### config.mk
export PLATFORM = sky130hd
export DESIGN_NAME = block_crc16_check_strip_top
export DESIGN_NICKNAME = d
export VERILOG_FILES = /design/src/rtl/bccs_pkg.sv /design/src/rtl/bccs_frame.sv /design/src/rtl/bccs_queue.sv /design/src/rtl/bccs_check.sv /design/src/rtl/block_crc16_check_strip_top.sv
export SDC_FILE = /design/constraint.sdc
export NUM_CORES = 1
export LEC_CHECK = 0
export BUFFER_PORTS_ARGS = -buffer_cell sky130_fd_sc_hd__buf_2
export CORE_UTILIZATION = 40
export CTS_CLUSTER_DIAMETER = 120
export DETAILED_ROUTE_END_ITERATION = 7
export PLACE_DENSITY_LB_ADDON = 0.1
export SLEW_MARGIN = 20
export SYNTH_ARGS = -nofsm -noshare
export SYNTH_HDL_FRONTEND = slang
export SYNTH_SLANG_ARGS = --single-unit
### constraint.sdc
create_clock -name clock -period 3.95 [get_ports clock]
set_clock_uncertainty 0.2 [all_clocks]
set_input_delay 0.9875 -clock clock [delete_from_list [all_inputs] [get_ports clock]]
set_output_delay 0.9875 -clock clock [all_outputs]
set_load 0.03 [all_outputs]
### src/rtl/bccs_pkg.sv
// ----------------------------------------------------------------------------
// bccs_pkg
// shared constants, request descriptor type and crc helper for the
// block crc16 check and strip design
// ----------------------------------------------------------------------------
package bccs_pkg;

   localparam int BYTE_W = 8;
   localparam int LEN_W  = 13;
   localparam int CRC_W  = 16;

   localparam logic [CRC_W-1:0] CRC_POLY = 16'h1021;
   localparam logic [CRC_W-1:0] CRC_INIT = 16'h0000;

   localparam logic [LEN_W-1:0] DEF_BLOCK_LEN     = 13'd998;
   localparam int               DEF_MAX_BLOCK_LEN = 4096;

   // configuration register indexes
   localparam int CSR_IDX_W = 1;
   localparam logic [CSR_IDX_W-1:0] REG_BLOCK_DATA_LEN = 1'b0;
   localparam logic [CSR_IDX_W-1:0] REG_CHECK_ENABLE   = 1'b1;

   // queue between framing and check stages
   localparam int QUEUE_DEPTH = 4;

   // one classified request, framing -> check
   typedef struct packed {
      logic [BYTE_W-1:0] in_byte;
      logic              last_byte;
      logic              bypass;     // checking off, byte passes as is
      logic              done;       // request closes a block
      logic              shorty;     // closed block held a single byte
      logic              out_valid;  // a held data byte is released
      logic [BYTE_W-1:0] out_byte;
   } bccs_desc_type;

   // msb-first crc-16 update over one byte
   function automatic logic [CRC_W-1:0] crc_byte(input logic [CRC_W-1:0] crc,
                                                 input logic [BYTE_W-1:0] data);
      logic [CRC_W-1:0] c;
      c = crc ^ {data, 8'h00};
      for (int k = 0; k < BYTE_W; k++) begin
         if (c[CRC_W-1]) begin
            c = {c[CRC_W-2:0], 1'b0} ^ CRC_POLY;
         end else begin
            c = {c[CRC_W-2:0], 1'b0};
         end
      end
      return c;
   endfunction

endpackage

### src/rtl/bccs_frame.sv
// ----------------------------------------------------------------------------
// bccs_frame
// front stage: tracks block position and the two-byte hold line, classifies
// each request as data release, block close or bypass
// ----------------------------------------------------------------------------
module bccs_frame import bccs_pkg::*; #(
   parameter int MAX_BLOCK_LEN = DEF_MAX_BLOCK_LEN
) (
   input  logic                clock,
   input  logic                reset,
   input  logic [LEN_W-1:0]    block_data_len,
   input  logic                check_enable,
   input  logic                push,
   input  logic [BYTE_W-1:0]   in_byte,
   input  logic                last_byte,
   output bccs_desc_type       desc
);

   localparam int POS_W = $clog2(MAX_BLOCK_LEN + 2);
   localparam int CMP_W = ((POS_W > LEN_W) ? POS_W : LEN_W) + 1;

   logic [POS_W-1:0]  pos_ff, pos_in;
   logic              vld0_ff, vld0_in, vld1_ff, vld1_in;
   logic [BYTE_W-1:0] data0_ff, data0_in, data1_ff, data1_in;

   logic [CMP_W-1:0]  len_wide;
   logic [CMP_W-1:0]  len_eff;
   logic [CMP_W-1:0]  limit;
   logic              close;

   // clamp length to 1..MAX_BLOCK_LEN
   always_comb begin
      len_wide = CMP_W'(block_data_len);
      if (len_wide == '0) begin
         len_eff = CMP_W'(1);
      end else if (len_wide > CMP_W'(MAX_BLOCK_LEN)) begin
         len_eff = CMP_W'(MAX_BLOCK_LEN);
      end else begin
         len_eff = len_wide;
      end
      limit = len_eff + CMP_W'(1);
      close = last_byte || (CMP_W'(pos_ff) >= limit);
   end

   always_comb begin
      pos_in   = pos_ff;
      vld0_in  = vld0_ff;
      vld1_in  = vld1_ff;
      data0_in = data0_ff;
      data1_in = data1_ff;

      desc.in_byte   = in_byte;
      desc.last_byte = last_byte;
      desc.bypass    = 1'b0;
      desc.done      = 1'b0;
      desc.shorty    = 1'b0;
      desc.out_valid = 1'b0;
      desc.out_byte  = '0;

      if (!check_enable) begin
         desc.bypass = 1'b1;
         if (push) begin
            pos_in  = '0;
            vld0_in = 1'b0;
            vld1_in = 1'b0;
         end
      end else begin
         desc.out_valid = vld0_ff;
         desc.out_byte  = vld0_ff ? data0_ff : '0;
         desc.done      = close;
         desc.shorty    = close && (pos_ff == '0);
         if (push) begin
            if (close) begin
               pos_in  = '0;
               vld0_in = 1'b0;
               vld1_in = 1'b0;
            end else begin
               pos_in   = pos_ff + POS_W'(1);
               vld0_in  = vld1_ff;
               data0_in = data1_ff;
               vld1_in  = 1'b1;
               data1_in = in_byte;
            end
         end
      end
   end

   always_ff @(posedge clock) begin
      if (reset) begin
         pos_ff  <= '0;
         vld0_ff <= 1'b0;
         vld1_ff <= 1'b0;
      end else begin
         pos_ff  <= pos_in;
         vld0_ff <= vld0_in;
         vld1_ff <= vld1_in;
      end
   end

   always_ff @(posedge clock) begin
      data0_ff <= data0_in;
      data1_ff <= data1_in;
   end

endmodule

### src/rtl/bccs_queue.sv
// ----------------------------------------------------------------------------
// bccs_queue
// small fifo of classified requests between the framing and check stages
// ----------------------------------------------------------------------------
module bccs_queue import bccs_pkg::*; (
   input  logic          clock,
   input  logic          reset,
   input  logic          push,
   input  bccs_desc_type push_desc,
   output logic          full,
   input  logic          pop,
   output logic          head_valid,
   output bccs_desc_type head_desc
);

   localparam int PTR_W = $clog2(QUEUE_DEPTH);
   localparam int CNT_W = $clog2(QUEUE_DEPTH + 1);

   bccs_desc_type    slot_ff [QUEUE_DEPTH];
   logic [PTR_W-1:0] wr_ptr_ff, wr_ptr_in;
   logic [PTR_W-1:0] rd_ptr_ff, rd_ptr_in;
   logic [CNT_W-1:0] count_ff, count_in;

   assign full       = (count_ff == CNT_W'(QUEUE_DEPTH));
   assign head_valid = (count_ff != '0);
   assign head_desc  = slot_ff[rd_ptr_ff];

   always_comb begin
      wr_ptr_in = push ? wr_ptr_ff + PTR_W'(1) : wr_ptr_ff;
      rd_ptr_in = pop  ? rd_ptr_ff + PTR_W'(1) : rd_ptr_ff;
      count_in  = count_ff;
      if (push && !pop) begin
         count_in = count_ff + CNT_W'(1);
      end else if (pop && !push) begin
         count_in = count_ff - CNT_W'(1);
      end
   end

   always_ff @(posedge clock) begin
      if (reset) begin
         wr_ptr_ff <= '0;
         rd_ptr_ff <= '0;
         count_ff  <= '0;
      end else begin
         wr_ptr_ff <= wr_ptr_in;
         rd_ptr_ff <= rd_ptr_in;
         count_ff  <= count_in;
      end
   end

   always_ff @(posedge clock) begin
      if (push) begin
         slot_ff[wr_ptr_ff] <= push_desc;
      end
   end

endmodule

### src/rtl/bccs_check.sv
// ----------------------------------------------------------------------------
// bccs_check
// back stage: runs the crc over each queued request, judges closed blocks,
// keeps the sticky failure flag and holds the response register
// ----------------------------------------------------------------------------
module bccs_check import bccs_pkg::*; (
   input  logic              clock,
   input  logic              reset,
   input  logic              head_valid,
   input  bccs_desc_type     head_desc,
   output logic              pop,
   output logic              rsp_valid,
   input  logic              rsp_stall,
   output logic [BYTE_W-1:0] rsp_out_byte,
   output logic              rsp_out_byte_valid,
   output logic              rsp_block_done,
   output logic              rsp_block_crc_ok,
   output logic              rsp_stream_done,
   output logic              rsp_short_tail_error,
   output logic              rsp_any_failure
);

   logic [CRC_W-1:0]  crc_ff, crc_in;
   logic              fail_ff, fail_in;
   logic              valid_ff, valid_in;
   logic [BYTE_W-1:0] obyte_ff, obyte_in;
   logic              ovld_ff, ovld_in;
   logic              done_ff, done_in;
   logic              ok_ff, ok_in;
   logic              sdone_ff, sdone_in;
   logic              short_ff, short_in;
   logic              anyf_ff, anyf_in;

   logic [CRC_W-1:0]  crc_next;
   logic              ok;
   logic              fail_next;
   logic              emit;
   logic              out_free;

   assign crc_next = crc_byte(crc_ff, head_desc.in_byte);
   assign ok       = head_desc.done && !head_desc.shorty && (crc_next == '0);
   assign emit     = head_desc.bypass || head_desc.out_valid || head_desc.done;
   assign out_free = !valid_ff || !rsp_stall;
   // requests without a response only touch state, so they drain past a stall
   assign pop      = head_valid && (!emit || out_free);

   always_comb begin
      crc_in    = crc_ff;
      fail_in   = fail_ff;
      valid_in  = valid_ff && rsp_stall;
      obyte_in  = obyte_ff;
      ovld_in   = ovld_ff;
      done_in   = done_ff;
      ok_in     = ok_ff;
      sdone_in  = sdone_ff;
      short_in  = short_ff;
      anyf_in   = anyf_ff;
      fail_next = fail_ff;

      if (pop) begin
         if (head_desc.bypass) begin
            crc_in = CRC_INIT;
         end else begin
            fail_next = fail_ff || (head_desc.done && !ok);
            crc_in    = head_desc.done ? CRC_INIT : crc_next;
         end
         fail_in = head_desc.last_byte ? 1'b0 : fail_next;

         if (emit) begin
            valid_in = 1'b1;
            obyte_in = head_desc.bypass ? head_desc.in_byte : head_desc.out_byte;
            ovld_in  = head_desc.bypass || head_desc.out_valid;
            done_in  = !head_desc.bypass && head_desc.done;
            ok_in    = !head_desc.bypass && ok;
            sdone_in = head_desc.last_byte;
            short_in = !head_desc.bypass && head_desc.shorty;
            anyf_in  = fail_next;
         end
      end
   end

   always_ff @(posedge clock) begin
      if (reset) begin
         crc_ff   <= CRC_INIT;
         fail_ff  <= 1'b0;
         valid_ff <= 1'b0;
      end else begin
         crc_ff   <= crc_in;
         fail_ff  <= fail_in;
         valid_ff <= valid_in;
      end
   end

   always_ff @(posedge clock) begin
      obyte_ff <= obyte_in;
      ovld_ff  <= ovld_in;
      done_ff  <= done_in;
      ok_ff    <= ok_in;
      sdone_ff <= sdone_in;
      short_ff <= short_in;
      anyf_ff  <= anyf_in;
   end

   assign rsp_valid            = valid_ff;
   assign rsp_out_byte         = obyte_ff;
   assign rsp_out_byte_valid   = ovld_ff;
   assign rsp_block_done       = done_ff;
   assign rsp_block_crc_ok     = ok_ff;
   assign rsp_stream_done      = sdone_ff;
   assign rsp_short_tail_error = short_ff;
   assign rsp_any_failure      = anyf_ff;

endmodule

### src/rtl/block_crc16_check_strip_top.sv
// ----------------------------------------------------------------------------
// block_crc16_check_strip_top
// checks crc-16 trailers on fixed-size blocks of a byte stream and strips them
// ----------------------------------------------------------------------------
//
//   channel  direction  handshake              payload
//   req      in         req_valid / req_stall  in_byte, last_byte
//   rsp      out        rsp_valid / rsp_stall  out_byte, flags, any_failure
//   csr      in         csr_write              csr_index, csr_wdata
//
// one request per cycle sustained while rsp_stall is low; the crc update
// is a single byte step in the check stage, so nothing iterates
// an accepted request passes through the queue, then the response
// register; requests that release no byte and close no block give no
// response
// reset is synchronous and active high; csr registers return to length 998
// with checking on
// req_stall rises only when the four-entry queue is full, which happens
// when rsp_stall holds the response register
//
module block_crc16_check_strip_top import bccs_pkg::*; #(
   parameter int MAX_BLOCK_LEN = DEF_MAX_BLOCK_LEN
) (
   input  logic                 clock,
   input  logic                 reset,
   // request channel
   input  logic                 req_valid,
   output logic                 req_stall,
   input  logic [BYTE_W-1:0]    req_in_byte,
   input  logic                 req_last_byte,
   // response channel
   output logic                 rsp_valid,
   input  logic                 rsp_stall,
   output logic [BYTE_W-1:0]    rsp_out_byte,
   output logic                 rsp_out_byte_valid,
   output logic                 rsp_block_done,
   output logic                 rsp_block_crc_ok,
   output logic                 rsp_stream_done,
   output logic                 rsp_short_tail_error,
   output logic                 rsp_any_failure,
   // configuration
   input  logic                 csr_write,
   input  logic [CSR_IDX_W-1:0] csr_index,
   input  logic [LEN_W-1:0]     csr_wdata
);

   // configuration registers
   logic [LEN_W-1:0] blen_ff, blen_in;
   logic             chk_en_ff, chk_en_in;

   // front to back
   logic          push;
   logic          full;
   logic          pop;
   logic          head_valid;
   bccs_desc_type push_desc;
   bccs_desc_type head_desc;

   always_comb begin
      blen_in   = blen_ff;
      chk_en_in = chk_en_ff;
      if (csr_write) begin
         case (csr_index)
            REG_BLOCK_DATA_LEN: blen_in   = csr_wdata;
            REG_CHECK_ENABLE:   chk_en_in = csr_wdata[0];
            default: ;
         endcase
      end
   end

   always_ff @(posedge clock) begin
      if (reset) begin
         blen_ff   <= DEF_BLOCK_LEN;
         chk_en_ff <= 1'b1;
      end else begin
         blen_ff   <= blen_in;
         chk_en_ff <= chk_en_in;
      end
   end

   // accept whenever the queue has room
   assign req_stall = full;
   assign push      = req_valid && !full;

   // framing: position, hold line, classification
   bccs_frame #(
      .MAX_BLOCK_LEN (MAX_BLOCK_LEN)
   ) u_frame (
      .clock          (clock),
      .reset          (reset),
      .block_data_len (blen_ff),
      .check_enable   (chk_en_ff),
      .push           (push),
      .in_byte        (req_in_byte),
      .last_byte      (req_last_byte),
      .desc           (push_desc)
   );

   // decoupling queue
   bccs_queue u_queue (
      .clock      (clock),
      .reset      (reset),
      .push       (push),
      .push_desc  (push_desc),
      .full       (full),
      .pop        (pop),
      .head_valid (head_valid),
      .head_desc  (head_desc)
   );

   // crc check, failure tracking, response register
   bccs_check u_check (
      .clock                (clock),
      .reset                (reset),
      .head_valid           (head_valid),
      .head_desc            (head_desc),
      .pop                  (pop),
      .rsp_valid            (rsp_valid),
      .rsp_stall            (rsp_stall),
      .rsp_out_byte         (rsp_out_byte),
      .rsp_out_byte_valid   (rsp_out_byte_valid),
      .rsp_block_done       (rsp_block_done),
      .rsp_block_crc_ok     (rsp_block_crc_ok),
      .rsp_stream_done      (rsp_stream_done),
      .rsp_short_tail_error (rsp_short_tail_error),
      .rsp_any_failure      (rsp_any_failure)
   );

endmodule

==> results.md, run 1 <==
- The H-tree was split into 4 levels.
- The mean cell area of the mapped netlist is 13.6 um2.
- The final worst-path cycle share is 91.2%.
- By area the synthesized netlist is led by sky130_fd_sc_hd__edfxtp_1 (47%), sky130_fd_sc_hd__dfxtp_1 (15%), sky130_fd_sc_hd__mux4_2 (4.9%).
- The detail route stage leaves a number of antenna-violating nets equal to 0.
- 44 I/O pins were placed.
- Data on the critical path arrives at its endpoint at 3530 ps.
- Wire segments on met2 add up to roughly 7000 um in the final route.
- Counting flops with a built-in enable in the synthesized netlist gives 114.
- For the pin with the worst max-slew slack, the measured transition is 764 ps.
- The number of unique standard cell types used by synthesis is 49.
- The final layout contains 645 nets.
- The post-synthesis net count is 587.
- Yosys instantiated no cell more often than sky130_fd_sc_hd__edfxtp_1.
- The routed layout has 4,357 vias.
- The total power density per cell area is 697 nW/um2.
- The number of buffers inserted to repair setup after CTS is 0.
- The largest single stage delay on the critical path is ~360 ps.
- The post-place setup slack is 80.2 ps.
- The share of flip-flops with an asynchronous set or reset is 0%.
- Based on the critical path, the design can be clocked at up to 278 MHz.
- The first global-routing pass estimated 23,600 um of wire.
- The signal on the critical path passes through nor4_2 > nand3_1 > a21oi_2 > ha_2 > nand3_1 > xnor2_1 > nand2_1 > ha_1 > a21o_1 > a21oi_1 > o21ai_0 > a211oi_2 > o21ai_0 > nor2_2 > buf_12.
- The endpoint of the worst register-to-register path is u_frame.data1_ff[4]$_DFFE_PP_.
- The kind of cell with the highest combined delay along the critical path is compound AO/OA/AOI/OAI gates.
- The ratio of routed vias to standard cells is 5.23.
- The start point of the critical path is blen_ff[0]$_SDFFE_PP0P_.
- The count of buffers added on input and output ports is 43.
- Setup repair after global routing left no endpoint under its margin.
- The repair_antennas step left the layout with diodes totalling 0.
- Summed over all layers, the routed wires come to 15,000 um.
- The met1 wire length is around 7400 um.
- The minimum setup slack among reg-to-reg paths is 350 ps.
- The worst path needs approximately 3600 ps of the cycle, external delays included.
- The worst setup margin is 349 ps.
- The number of instances in the synthesized netlist is 537.
- The fraction of layout instances using a drive strength above 1 is 21.1%.
- In this run the worst path has a maximum fanout of 16.
- Summing every instance area after synthesis gives around 7300 um2.
- Entering global routing, the biggest net connects 39 pins.
- The latest clock arrival within the worst-skew pair is 420 ps.
- The worst register-to-register path begins at blen_ff[0]$_SDFFE_PP0P_.
- The run finished with clean final reports.
- The number of DRC markers after the initial detailed-route iteration is a little over 300.
- The number of buffers created by CTS is 17.
- Measured in cells, the most critical reg-to-reg path has a length of 15.
- The critical path runs through a total of 15 cells.
- Relative to the synthesized area, the layout overhead comes to 15.8%.
- After synthesis, flip-flops and latches occupy between 60% and 70% of the total area.
- The global routing usage summed across all routing layers is 17.4%.
- The worst setup path is of the flop to flop kind.
- The synthesized design contains 170 register bits.
- Ranked by instance count, the synthesized netlist is headed by sky130_fd_sc_hd__edfxtp_1 (114), sky130_fd_sc_hd__dfxtp_1 (56), sky130_fd_sc_hd__nand2_1 (47).
- On the critical path, the stage with the largest delay is an instance of sky130_fd_sc_hd__dfxtp_1.
- Summed over its instances, the top area cell type makes up 47.0% of the synthesized netlist area.
- In the detailed route, the total length drawn on met3 is approximately 550 um.
- The TritonCTS clock tree is yes.
- After floorplanning, the core was sized to cover 17,500 um2.
- Setup violations remaining at the end of the flow were counted as 0.
- The floorplan step set the die width to between 100 and 150 um.
- The design draws a little under 6 mW.
- The initial antenna violation count is 0.
- The worst setup path is launched from a flop.
- Clock tree synthesis selected as its root buffer the cell sky130_fd_sc_hd__clkbuf_16.
- The startpoint of the worst hold path is u_frame.data1_ff[3]$_DFFE_PP_.
- For this design the static power due to leakage is 3.10 nW.
- The initial utilization of the core area, before any placement, comes to 41.5%.
- The global route total overflow is 0.
- The die outline area is 18,800 um2.
- The die is 137 um tall.
- Counting every sink on the clock net gives 170.
- The buffer and inverter count on the worst path is 1.
- Detailed placement finished with a half-perimeter wire length of 9810 um.
- The clock tree buffer depth is 2.
- In the routed design, unresolved DRC markers number 0.
- The final estimated routing congestion in global placement is 0.817.
- The type of the tightest min-delay check is flop to flop.
- Following the worst setup path forward leads to its endpoint at u_frame.data1_ff[4]$_DFFE_PP_.
- Across the VDD grid, the largest voltage drop is 440 uV.
- The number of hold-slack violations in the final timing report came to 0.
- The data required time of the critical path is just under 4000 ps.
- The average wire per standard cell is 18.0 um.
- The via count of the first global-routing pass is 4,214.
- Headroom to the max-slew limit came out at between 40% and 50%.
- The largest total area in the synthesized netlist belongs to sky130_fd_sc_hd__edfxtp_1.
- The clock-pin transition on the worst setup and hold timing paths is 70 ps.
- The floorplan has 48 rows.
- The final max-slew violation count is 0.
- Across the run, the number of max-cap violations was 0.
- For this run, the detailed router's first-pass iteration total came to 4.
- The most used flip-flop cell after synthesis is sky130_fd_sc_hd__edfxtp_1.
- The critical path endpoint category is a flop.
- The setup TNS is 0 ps.
- The synthesis warning total is 0.
- The uppermost metal layer occupied by signal nets is met4.
## how the worst min path moves through the flow
| stage | end | cells past startpoint | slack, ps |
|---|---|---|---|
| 2_1_floorplan | u_frame.data0_ff[0]$_DFFE_PP_ | 0 | 200 |
| 3_3_place_gp | u_frame.data0_ff[2]$_DFFE_PP_ | 0 | 200 |
| 3_5_place_dp | u_frame.data0_ff[0]$_DFFE_PP_ | 0 | 210 |
| 4_1_cts | u_frame.data0_ff[3]$_DFFE_PP_ | 0 | 220 |
| 5_1_grt | u_frame.data0_ff[1]$_DFFE_PP_ | 0 | 230 |
| 6_report | u_frame.data0_ff[3]$_DFFE_PP_ | 0 | 220 |
## timing repair
item / 4_1_cts / 5_1_grt
gates resized for setup: 0 / 8
hold buffers: 0 / 0
setup endpoints to repair: 0 / 32
## cell families (layout without fill, tap and decap cells)
group,count (synthesis),in the layout,synth area share [%]
AOI/OAI and AO/OA,52,52,4.72
xor gates and xnor gates,50,50,6.58
adders and majority gates,22,22,3.88
buffers and inverters,37,108,2.01
DFF,170,170,62.4
muxes,30,30,8.12
and+or+nand+nor,176,176,12.3
## area by class of cell
class,count,area (um2)
clock buffer,20,437
clock inverter,12,114
fill,1584,9100
inverter,17,63.8
multi-input combinational,330,2640
sequential,170,4540
tap,225,282
timing repair buffer,59,360
## stage by stage
| step | cells | cell area (um2) | util (%) | hold slack [ps] |
|---|---|---|---|---|
| after global routing | 833 | 8440 | 48.1 | 233 |
| after floorplan | 537 | 7290 | - | 200 |
| after CTS | 833 | 8400 | 47.9 | 220 |
| final | 833 | 8440 | 48.1 | 220 |
| after detailed placement | 801 | 7850 | 44.7 | 206 |
| after global placement | 801 | 7850 | 44.7 | 200 |
## worst register-to-register path, stage by stage, from the launching register on
cell and delay (ps):
sky130_fd_sc_hd__dfxtp_1 360, sky130_fd_sc_hd__nor4_2 300, sky130_fd_sc_hd__nand3_1 170, sky130_fd_sc_hd__a21oi_2 210, sky130_fd_sc_hd__ha_2 240, sky130_fd_sc_hd__nand3_1 100, sky130_fd_sc_hd__xnor2_1 140, sky130_fd_sc_hd__nand2_1 80
sky130_fd_sc_hd__ha_1 290, sky130_fd_sc_hd__a21o_1 180, sky130_fd_sc_hd__a21oi_1 130, sky130_fd_sc_hd__o21ai_0 120, sky130_fd_sc_hd__a211oi_2 270, sky130_fd_sc_hd__o21ai_0 150, sky130_fd_sc_hd__nor2_2 180, sky130_fd_sc_hd__buf_12 170
## layout by cell type, fill, tap and decap left out, types with 8 or more instances in the layout
cell	instances
sky130_fd_sc_hd__buf_4	14
sky130_fd_sc_hd__nand2b_1	8
sky130_fd_sc_hd__xnor2_1	31
sky130_fd_sc_hd__mux4_2	16
sky130_fd_sc_hd__ha_1	20
sky130_fd_sc_hd__mux2_2	8
sky130_fd_sc_hd__a22o_1	8
sky130_fd_sc_hd__edfxtp_1	114
sky130_fd_sc_hd__nor3_1	16
sky130_fd_sc_hd__dfxtp_1	56
sky130_fd_sc_hd__xor2_1	15
sky130_fd_sc_hd__inv_1	16
sky130_fd_sc_hd__nand2_1	47
sky130_fd_sc_hd__clkbuf_16	17
sky130_fd_sc_hd__nand3_1	24
sky130_fd_sc_hd__nor2_1	23
sky130_fd_sc_hd__a21oi_1	15
sky130_fd_sc_hd__and3_1	16
sky130_fd_sc_hd__buf_2	43
## flip-flops by register name, indices dropped and copies added (netlist names), named ones only
| signal | cells |
|---|---|
| u_frame.data0_ff | 8 |
| u_queue.wr_ptr_ff | 2 |
| u_check.rsp_out_byte | 8 |
| u_check.crc_ff | 16 |
| u_queue.count_ff | 3 |
| blen_ff | 13 |
| u_frame.vld0_ff | 1 |
| u_check.rsp_out_byte_valid | 1 |
| u_check.rsp_stream_done | 1 |
| u_frame.pos_ff | 13 |
| u_check.rsp_any_failure | 1 |
| u_check.rsp_block_crc_ok | 1 |
| u_frame.data1_ff | 8 |
| u_check.rsp_short_tail_error | 1 |
| u_check.rsp_block_done | 1 |
| u_queue.rd_ptr_ff | 2 |
| u_queue.slot_ff | 84 |
| chk_en_ff | 1 |
| u_frame.vld1_ff | 1 |
| u_check.rsp_valid | 1 |
| u_check.fail_ff | 1 |
## power breakdown
| part | leakage [nW] | switching (mW) | internal (mW) |
|---|---|---|---|
| combinational | 1.32 | 1.11 | 0.793 |
| clock | 0.268 | 0.694 | 0.877 |
| sequential | 1.51 | 0.155 | 2.25 |
| total | 3.10 | 1.96 | 3.92 |
## layer usage
metal,global-route usage (%),up-vias
met4,5.62,0
met5,0,-
met1,24.6,2136
met3,4.04,13
li1,-,2120
met2,26.5,88
Note: power is estimated with default switching activity, not from simulation.
==> run 2: changes to the inputs <==
--- a/config.mk
+++ b/config.mk
@@ -5,12 +5,13 @@
 export SDC_FILE = /design/constraint.sdc
 export NUM_CORES = 1
 export LEC_CHECK = 0
-export BUFFER_PORTS_ARGS = -buffer_cell sky130_fd_sc_hd__buf_2
 export CORE_UTILIZATION = 40
 export CTS_CLUSTER_DIAMETER = 120
 export DETAILED_ROUTE_END_ITERATION = 7
+export DONT_BUFFER_PORTS = 1
 export PLACE_DENSITY_LB_ADDON = 0.1
 export SLEW_MARGIN = 20
 export SYNTH_ARGS = -nofsm -noshare
 export SYNTH_HDL_FRONTEND = slang
+export SYNTH_HIERARCHICAL = 1
 export SYNTH_SLANG_ARGS = --single-unit
==> run 2 against run 1 <==
Net effect: worst setup slack got worse by 89 ps; sequential power grew 8.3%; synthesized area increased by 3.7%; power is 2.2% higher; clock-buffer cell count down 3; register-to-register slack worse by 90 ps; fmax is 2.4% lower; cell count shrank 3.6%; clock power up 6%; combinational power decreased by 9%.
==> results.md, run 2 <==
- The number of instances in the placed design is 771 (was 801).
- The startpoint type of the worst setup path is a flop (unchanged).
- Most common library cells after synthesis: sky130_fd_sc_hd__edfxtp_1 (114), sky130_fd_sc_hd__dfxtp_1 (56), sky130_fd_sc_hd__nor2_1 (55) (was sky130_fd_sc_hd__edfxtp_1 (114), sky130_fd_sc_hd__dfxtp_1 (56), sky130_fd_sc_hd__nand2_1 (47)).
- The post-synthesis net count came to 602 (was 587).
- The global routing usage summed across all routing layers is 15.9% (was 17.4%).
- The number of hold-slack violations in the final timing report is 0 (unchanged).
- The worst hold path endpoint is u_frame/data0_ff[7]$_DFFE_PP_ (was u_frame.data0_ff[3]$_DFFE_PP_).
- The number of unique standard cell types used by synthesis is 66 (was 49).
- The clock-pin transition on the worst setup and hold timing paths is 70 ps (about the same).
- The gate family responsible for the most delay along the worst path is simple AND/OR/NAND/NOR gates (was compound AO/OA/AOI/OAI gates).
- Cells along the critical path: nor4_1 > nand3_1 > a21oi_2 > ha_2 > nand3_1 > nor2_2 > a31oi_1 > ha_1 > a211oi_2 > nand2_2 > a2111oi_4 > a21boi_2 > and2_1 > and4_1 (was nor4_2 > nand3_1 > a21oi_2 > ha_2 > nand3_1 > xnor2_1 > nand2_1 > ha_1 > a21o_1 > a21oi_1 > o21ai_0 > a211oi_2 > o21ai_0 > nor2_2 > buf_12).
- The critical path endpoint category is a flop (unchanged).
- The ratio of routed vias to standard cells is 5.33 (was 5.23).
- The maximum ir drop on the vdd rail is 321 uV (was 440 uV).
- The vertical extent of the die is 139 um (was 137 um).
- The design area came to 8440 um2 (about the same).
- The post-route non-filler standard cell count was 803 (was 833).
- The endpoint of the worst register-to-register path is u_queue/slot_ff[0][9]$_DFFE_PP_ (was u_frame.data1_ff[4]$_DFFE_PP_).
- The average wire per standard cell is 18.4 um (was 18.0 um).
- The peak per-stage delay on the critical path came to 350 ps (was 360 ps).
- The number of DRC markers after the initial detailed-route iteration is 258 (was 302).
- The standard cell area after detailed placement is 7820 um2 (was 7850 um2).
- Biggest regs: u_queue/slot_ff x84, u_check/crc_ff x16 (was u_queue.slot_ff x84, u_check.crc_ff x16).
- The number of flip-flops in the largest register is 84 (unchanged).
- The worst hold path depth is 0 (unchanged).
- The startpoint of the worst hold path was u_frame/data1_ff[7]$_DFFE_PP_ (was u_frame.data1_ff[3]$_DFFE_PP_).
- The number of buffers created by CTS was 17 (unchanged).
- The final estimated routing congestion in global placement is 0.790 (was 0.817).
- The most frequent standard cell in the layout excluding fill and tap cells is sky130_fd_sc_hd__edfxtp_1 (unchanged).
- The number of synthesized flops with an enable pin was 114 (unchanged).
- The initial antenna violation count is 0 (unchanged).
- The die outline area is 19,400 um2 (was 18,800 um2).
- The total half-perimeter wirelength after legalization and detailed placement is 9680 um (was 9810 um).
- The leakage dissipation is 3.02 nW (was 3.10 nW).
- The width of the die is 139 um (was 137 um).
- The via count of the first global-routing pass is 4,173 (was 4,214).
- The total via count in the routed design is 4,281 (was 4,357).
- The buffer and inverter count on the worst path is 0 (was 1).
- The share of the yosys chip area belonging to registers is 60.2% (was 62.4%).
- The number of nets with antenna violations after detailed routing came to 0 (unchanged).
- The share of the synthesized area in the top cell type is 45.3% (was 47.0%).
- The share of flip-flops with an asynchronous set or reset was 0% (unchanged).
- The most numerous cell in the Yosys netlist was sky130_fd_sc_hd__edfxtp_1 (unchanged).
- The number of port buffers is 0 (was 43).
- The detailed-route DRC error count is 0 (unchanged).
- The category of the critical setup timing path is flop to flop (unchanged).
- The final max-slew violation count is 0 (unchanged).
- The count of final setup violators is 0 (unchanged).
- The most used cell along the critical path is sky130_fd_sc_hd__nand3_1.
- Commonest cells after routing, fill and taps aside: sky130_fd_sc_hd__edfxtp_1 (114), sky130_fd_sc_hd__dfxtp_1 (56), sky130_fd_sc_hd__nor2_1 (53) (was sky130_fd_sc_hd__edfxtp_1 (114), sky130_fd_sc_hd__dfxtp_1 (56), sky130_fd_sc_hd__nand2_1 (47)).
- The depth of the worst register-to-register path came to 14 (was 15).
- The overall power consumption came to 6.01 mW (was 5.88 mW).
- The count of nets after finishing is 611 (was 645).
- The count of filler cells inserted in the layout is 1,602 (was 1,584).
- The latest clock arrival within the worst-skew pair is 420 ps (about the same).
- The TritonCTS clock tree is yes (unchanged).
- The minimum setup slack among reg-to-reg paths is 260 ps (was 350 ps).
- Leading post-synthesis cells by cell area: sky130_fd_sc_hd__edfxtp_1 (45%), sky130_fd_sc_hd__dfxtp_1 (15%), sky130_fd_sc_hd__mux4_2 (6.0%) (was sky130_fd_sc_hd__edfxtp_1 (47%), sky130_fd_sc_hd__dfxtp_1 (15%), sky130_fd_sc_hd__mux4_2 (4.9%)).
- The deepest level of the CTS H-tree is 4 (unchanged).
- The final core utilization is 46.4% (was 48.1%).
- The global route total overflow came to 0 (unchanged).
- The reg-to-reg critical path startpoint was blen_ff[9]$_SDFFE_PP1P_ (was blen_ff[0]$_SDFFE_PP0P_).
- The worst setup margin came to 261 ps (was 349 ps).
- The worst-path cell with the longest stage delay is sky130_fd_sc_hd__dfxtp_1 (unchanged).
- The total power density per cell area is 711 nW/um2 (was 697 nW/um2).
- The total of max-cap violations is 0 (unchanged).
- The effective utilization at floorplan is 41.5% (about the same).
- The master cell of the clock root buffer is sky130_fd_sc_hd__clkbuf_16 (unchanged).
- The max-slew headroom at the worst pin is 55.7% (was 49.0%).
- Outcome: finished, final reports clean (unchanged).
- The number of rows in the core area is 49 (was 48).
- The clock tree buffer depth came to 2 (unchanged).
- The top-level I/O count is 44 (unchanged).
- The minimum period implied by the final worst setup slack came to 3690 ps (was 3600 ps).
- The fraction of layout instances using a drive strength above 1 was 17.6% (was 21.1%).
- The signed area change from the synthesized netlist to the final layout was 11.8% (was 15.8%).
- The mean cell area of the mapped netlist is 13.7 um2 (was 13.6 um2).
- The setup TNS is 0 ps (unchanged).
- The worst path arrival time is 3650 ps (was 3530 ps).
- The number of iterations in the first detailed-routing pass came to 5 (was 4).
- The number of flip-flops and latches in the synthesized netlist is 170 (unchanged).
- The worst hold margin is 223 ps (was 220 ps).
- The most used flip-flop cell after synthesis is sky130_fd_sc_hd__edfxtp_1 (unchanged).
- The largest register by flop count is u_queue/slot_ff (was u_queue.slot_ff).
- The data required time of the critical path is 3910 ps (was 3880 ps).
- The global-route wire length before repair is 23,000 um (was 23,600 um).
- The post-place setup slack came to 182 ps (was 80.2 ps).
- The number of buffers inserted to repair setup after CTS is 0 (unchanged).
- The post-synthesis cell type with the largest combined area is sky130_fd_sc_hd__edfxtp_1 (unchanged).
- The area of the core region was 18,200 um2 (was 17,500 um2).
- The maximum number of pins on one net before global-route repair is 58 (was 39).
- The final worst-path cycle share is 93.4% (was 91.2%).
- The slew at the pin with the worst max-slew slack is 659 ps (was 764 ps).
- The antenna diode count came to 0 (unchanged).
- The maximum fanout encountered on the critical timing path is 5 (was 16).
- The synthesized area is 7550 um2 (was 7280 um2).
- The wire length reported by the detailed router is 14,800 um (was 15,000 um).
- The fmax came to 271 MHz (was 278 MHz).
- The synthesis warning total is 6 (was 0).
- The type of the tightest min-delay check is flop to flop (unchanged).
- The number of instances in the synthesized netlist is 552 (was 537).
- The hold buffer count at CTS is 0 (unchanged).
- The total number of clock tree sinks is 170 (unchanged).
==> run 2: changes by cell type after synthesis, sizes merged, moves of 7 or more <==
cell / previous run / this run
nor2: 24 / 55
nor3: 17 / 2
xnor2: 35 / 26
buf: 5 / 20
o21ai: 7 / 14
nand2: 47 / 19
mux2i: 1 / 11
==> run 2: worst max-delay path by stage <==
stage / depth (start not counted) / slack [ps] / from / endpoint
finish: 14 / 260 / blen_ff[9]$_SDFFE_PP1P_ / u_queue/slot_ff[0][9]$_DFFE_PP_
global route: 14 / -0.5 / blen_ff[2]$_SDFFE_PP1P_ / u_queue/slot_ff[1][9]$_DFFE_PP_
CTS: 14 / 120 / blen_ff[2]$_SDFFE_PP1P_ / u_frame/data1_ff[3]$_DFFE_PP_
detailed placement: 14 / 180 / blen_ff[2]$_SDFFE_PP1P_ / u_frame/data0_ff[7]$_DFFE_PP_
global placement: 14 / 190 / blen_ff[9]$_SDFFE_PP1P_ / u_frame/data0_ff[5]$_DFFE_PP_
floorplan: 13 / 20 / blen_ff[2]$_SDFFE_PP1P_ / u_frame/data0_ff[0]$_DFFE_PP_
==> run 2: kinds of logic (layout without fill, tap and decap cells) <==
kind of cell	after synthesis	in the layout	share of synthesized area [%]
buf+inv	41	63	3.30
mux	41	41	9.11
simple gates	168	168	12.0
fa+ha+maj	22	22	3.74
compound gates	68	68	6.77
xor+xnor	42	42	4.97
flops	170	170	60.2
==> run 2: routing by layer <==
layer,track usage [%],share of wire (%),up-vias
met1,22.0,50,2132
met5,0,0,-
met3,4.89,3.6,5
li1,-,-,2074
met2,24.0,46,70
met4,4.68,0.46,0
==> run 2: layout make-up <==
| class | count | area [um2] | area share (%) |
|---|---|---|---|
| repair buffers | 19 | 180 | 2.13 |
| flip-flops and latches | 170 | 4540 | 53.8 |
| clock buffers | 17 | 425 | 5.04 |
| clock inverters | 15 | 171 | 2.03 |
| inverters | 12 | 45.0 | 0.533 |
| multi-input cells | 341 | 2790 | 33.1 |
| well taps | 229 | 287 | 3.39 |
==> run 2: worst reg2reg max path: cells and delay by family (launching register included) <==
kind                       cells  cell delay [ps]
AOI/OAI and AO/OA              5             1010
adders and majority gates      2              570
DFF                            1              350
and+or+nand+nor                7             1290
==> run 2: power by group <==
| group | internal [mW] | switching [mW] |
|---|---|---|
| registers | 2.27 | 0.336 |
| clock network | 0.904 | 0.759 |
| logic | 0.798 | 0.940 |
| total | 3.97 | 2.04 |
==> run 2: repair_timing <==
action,4_1_cts,5_1_grt
resized for setup,0,6
endpoints found under the setup margin,0,31
endpoints found under the hold margin,0,0
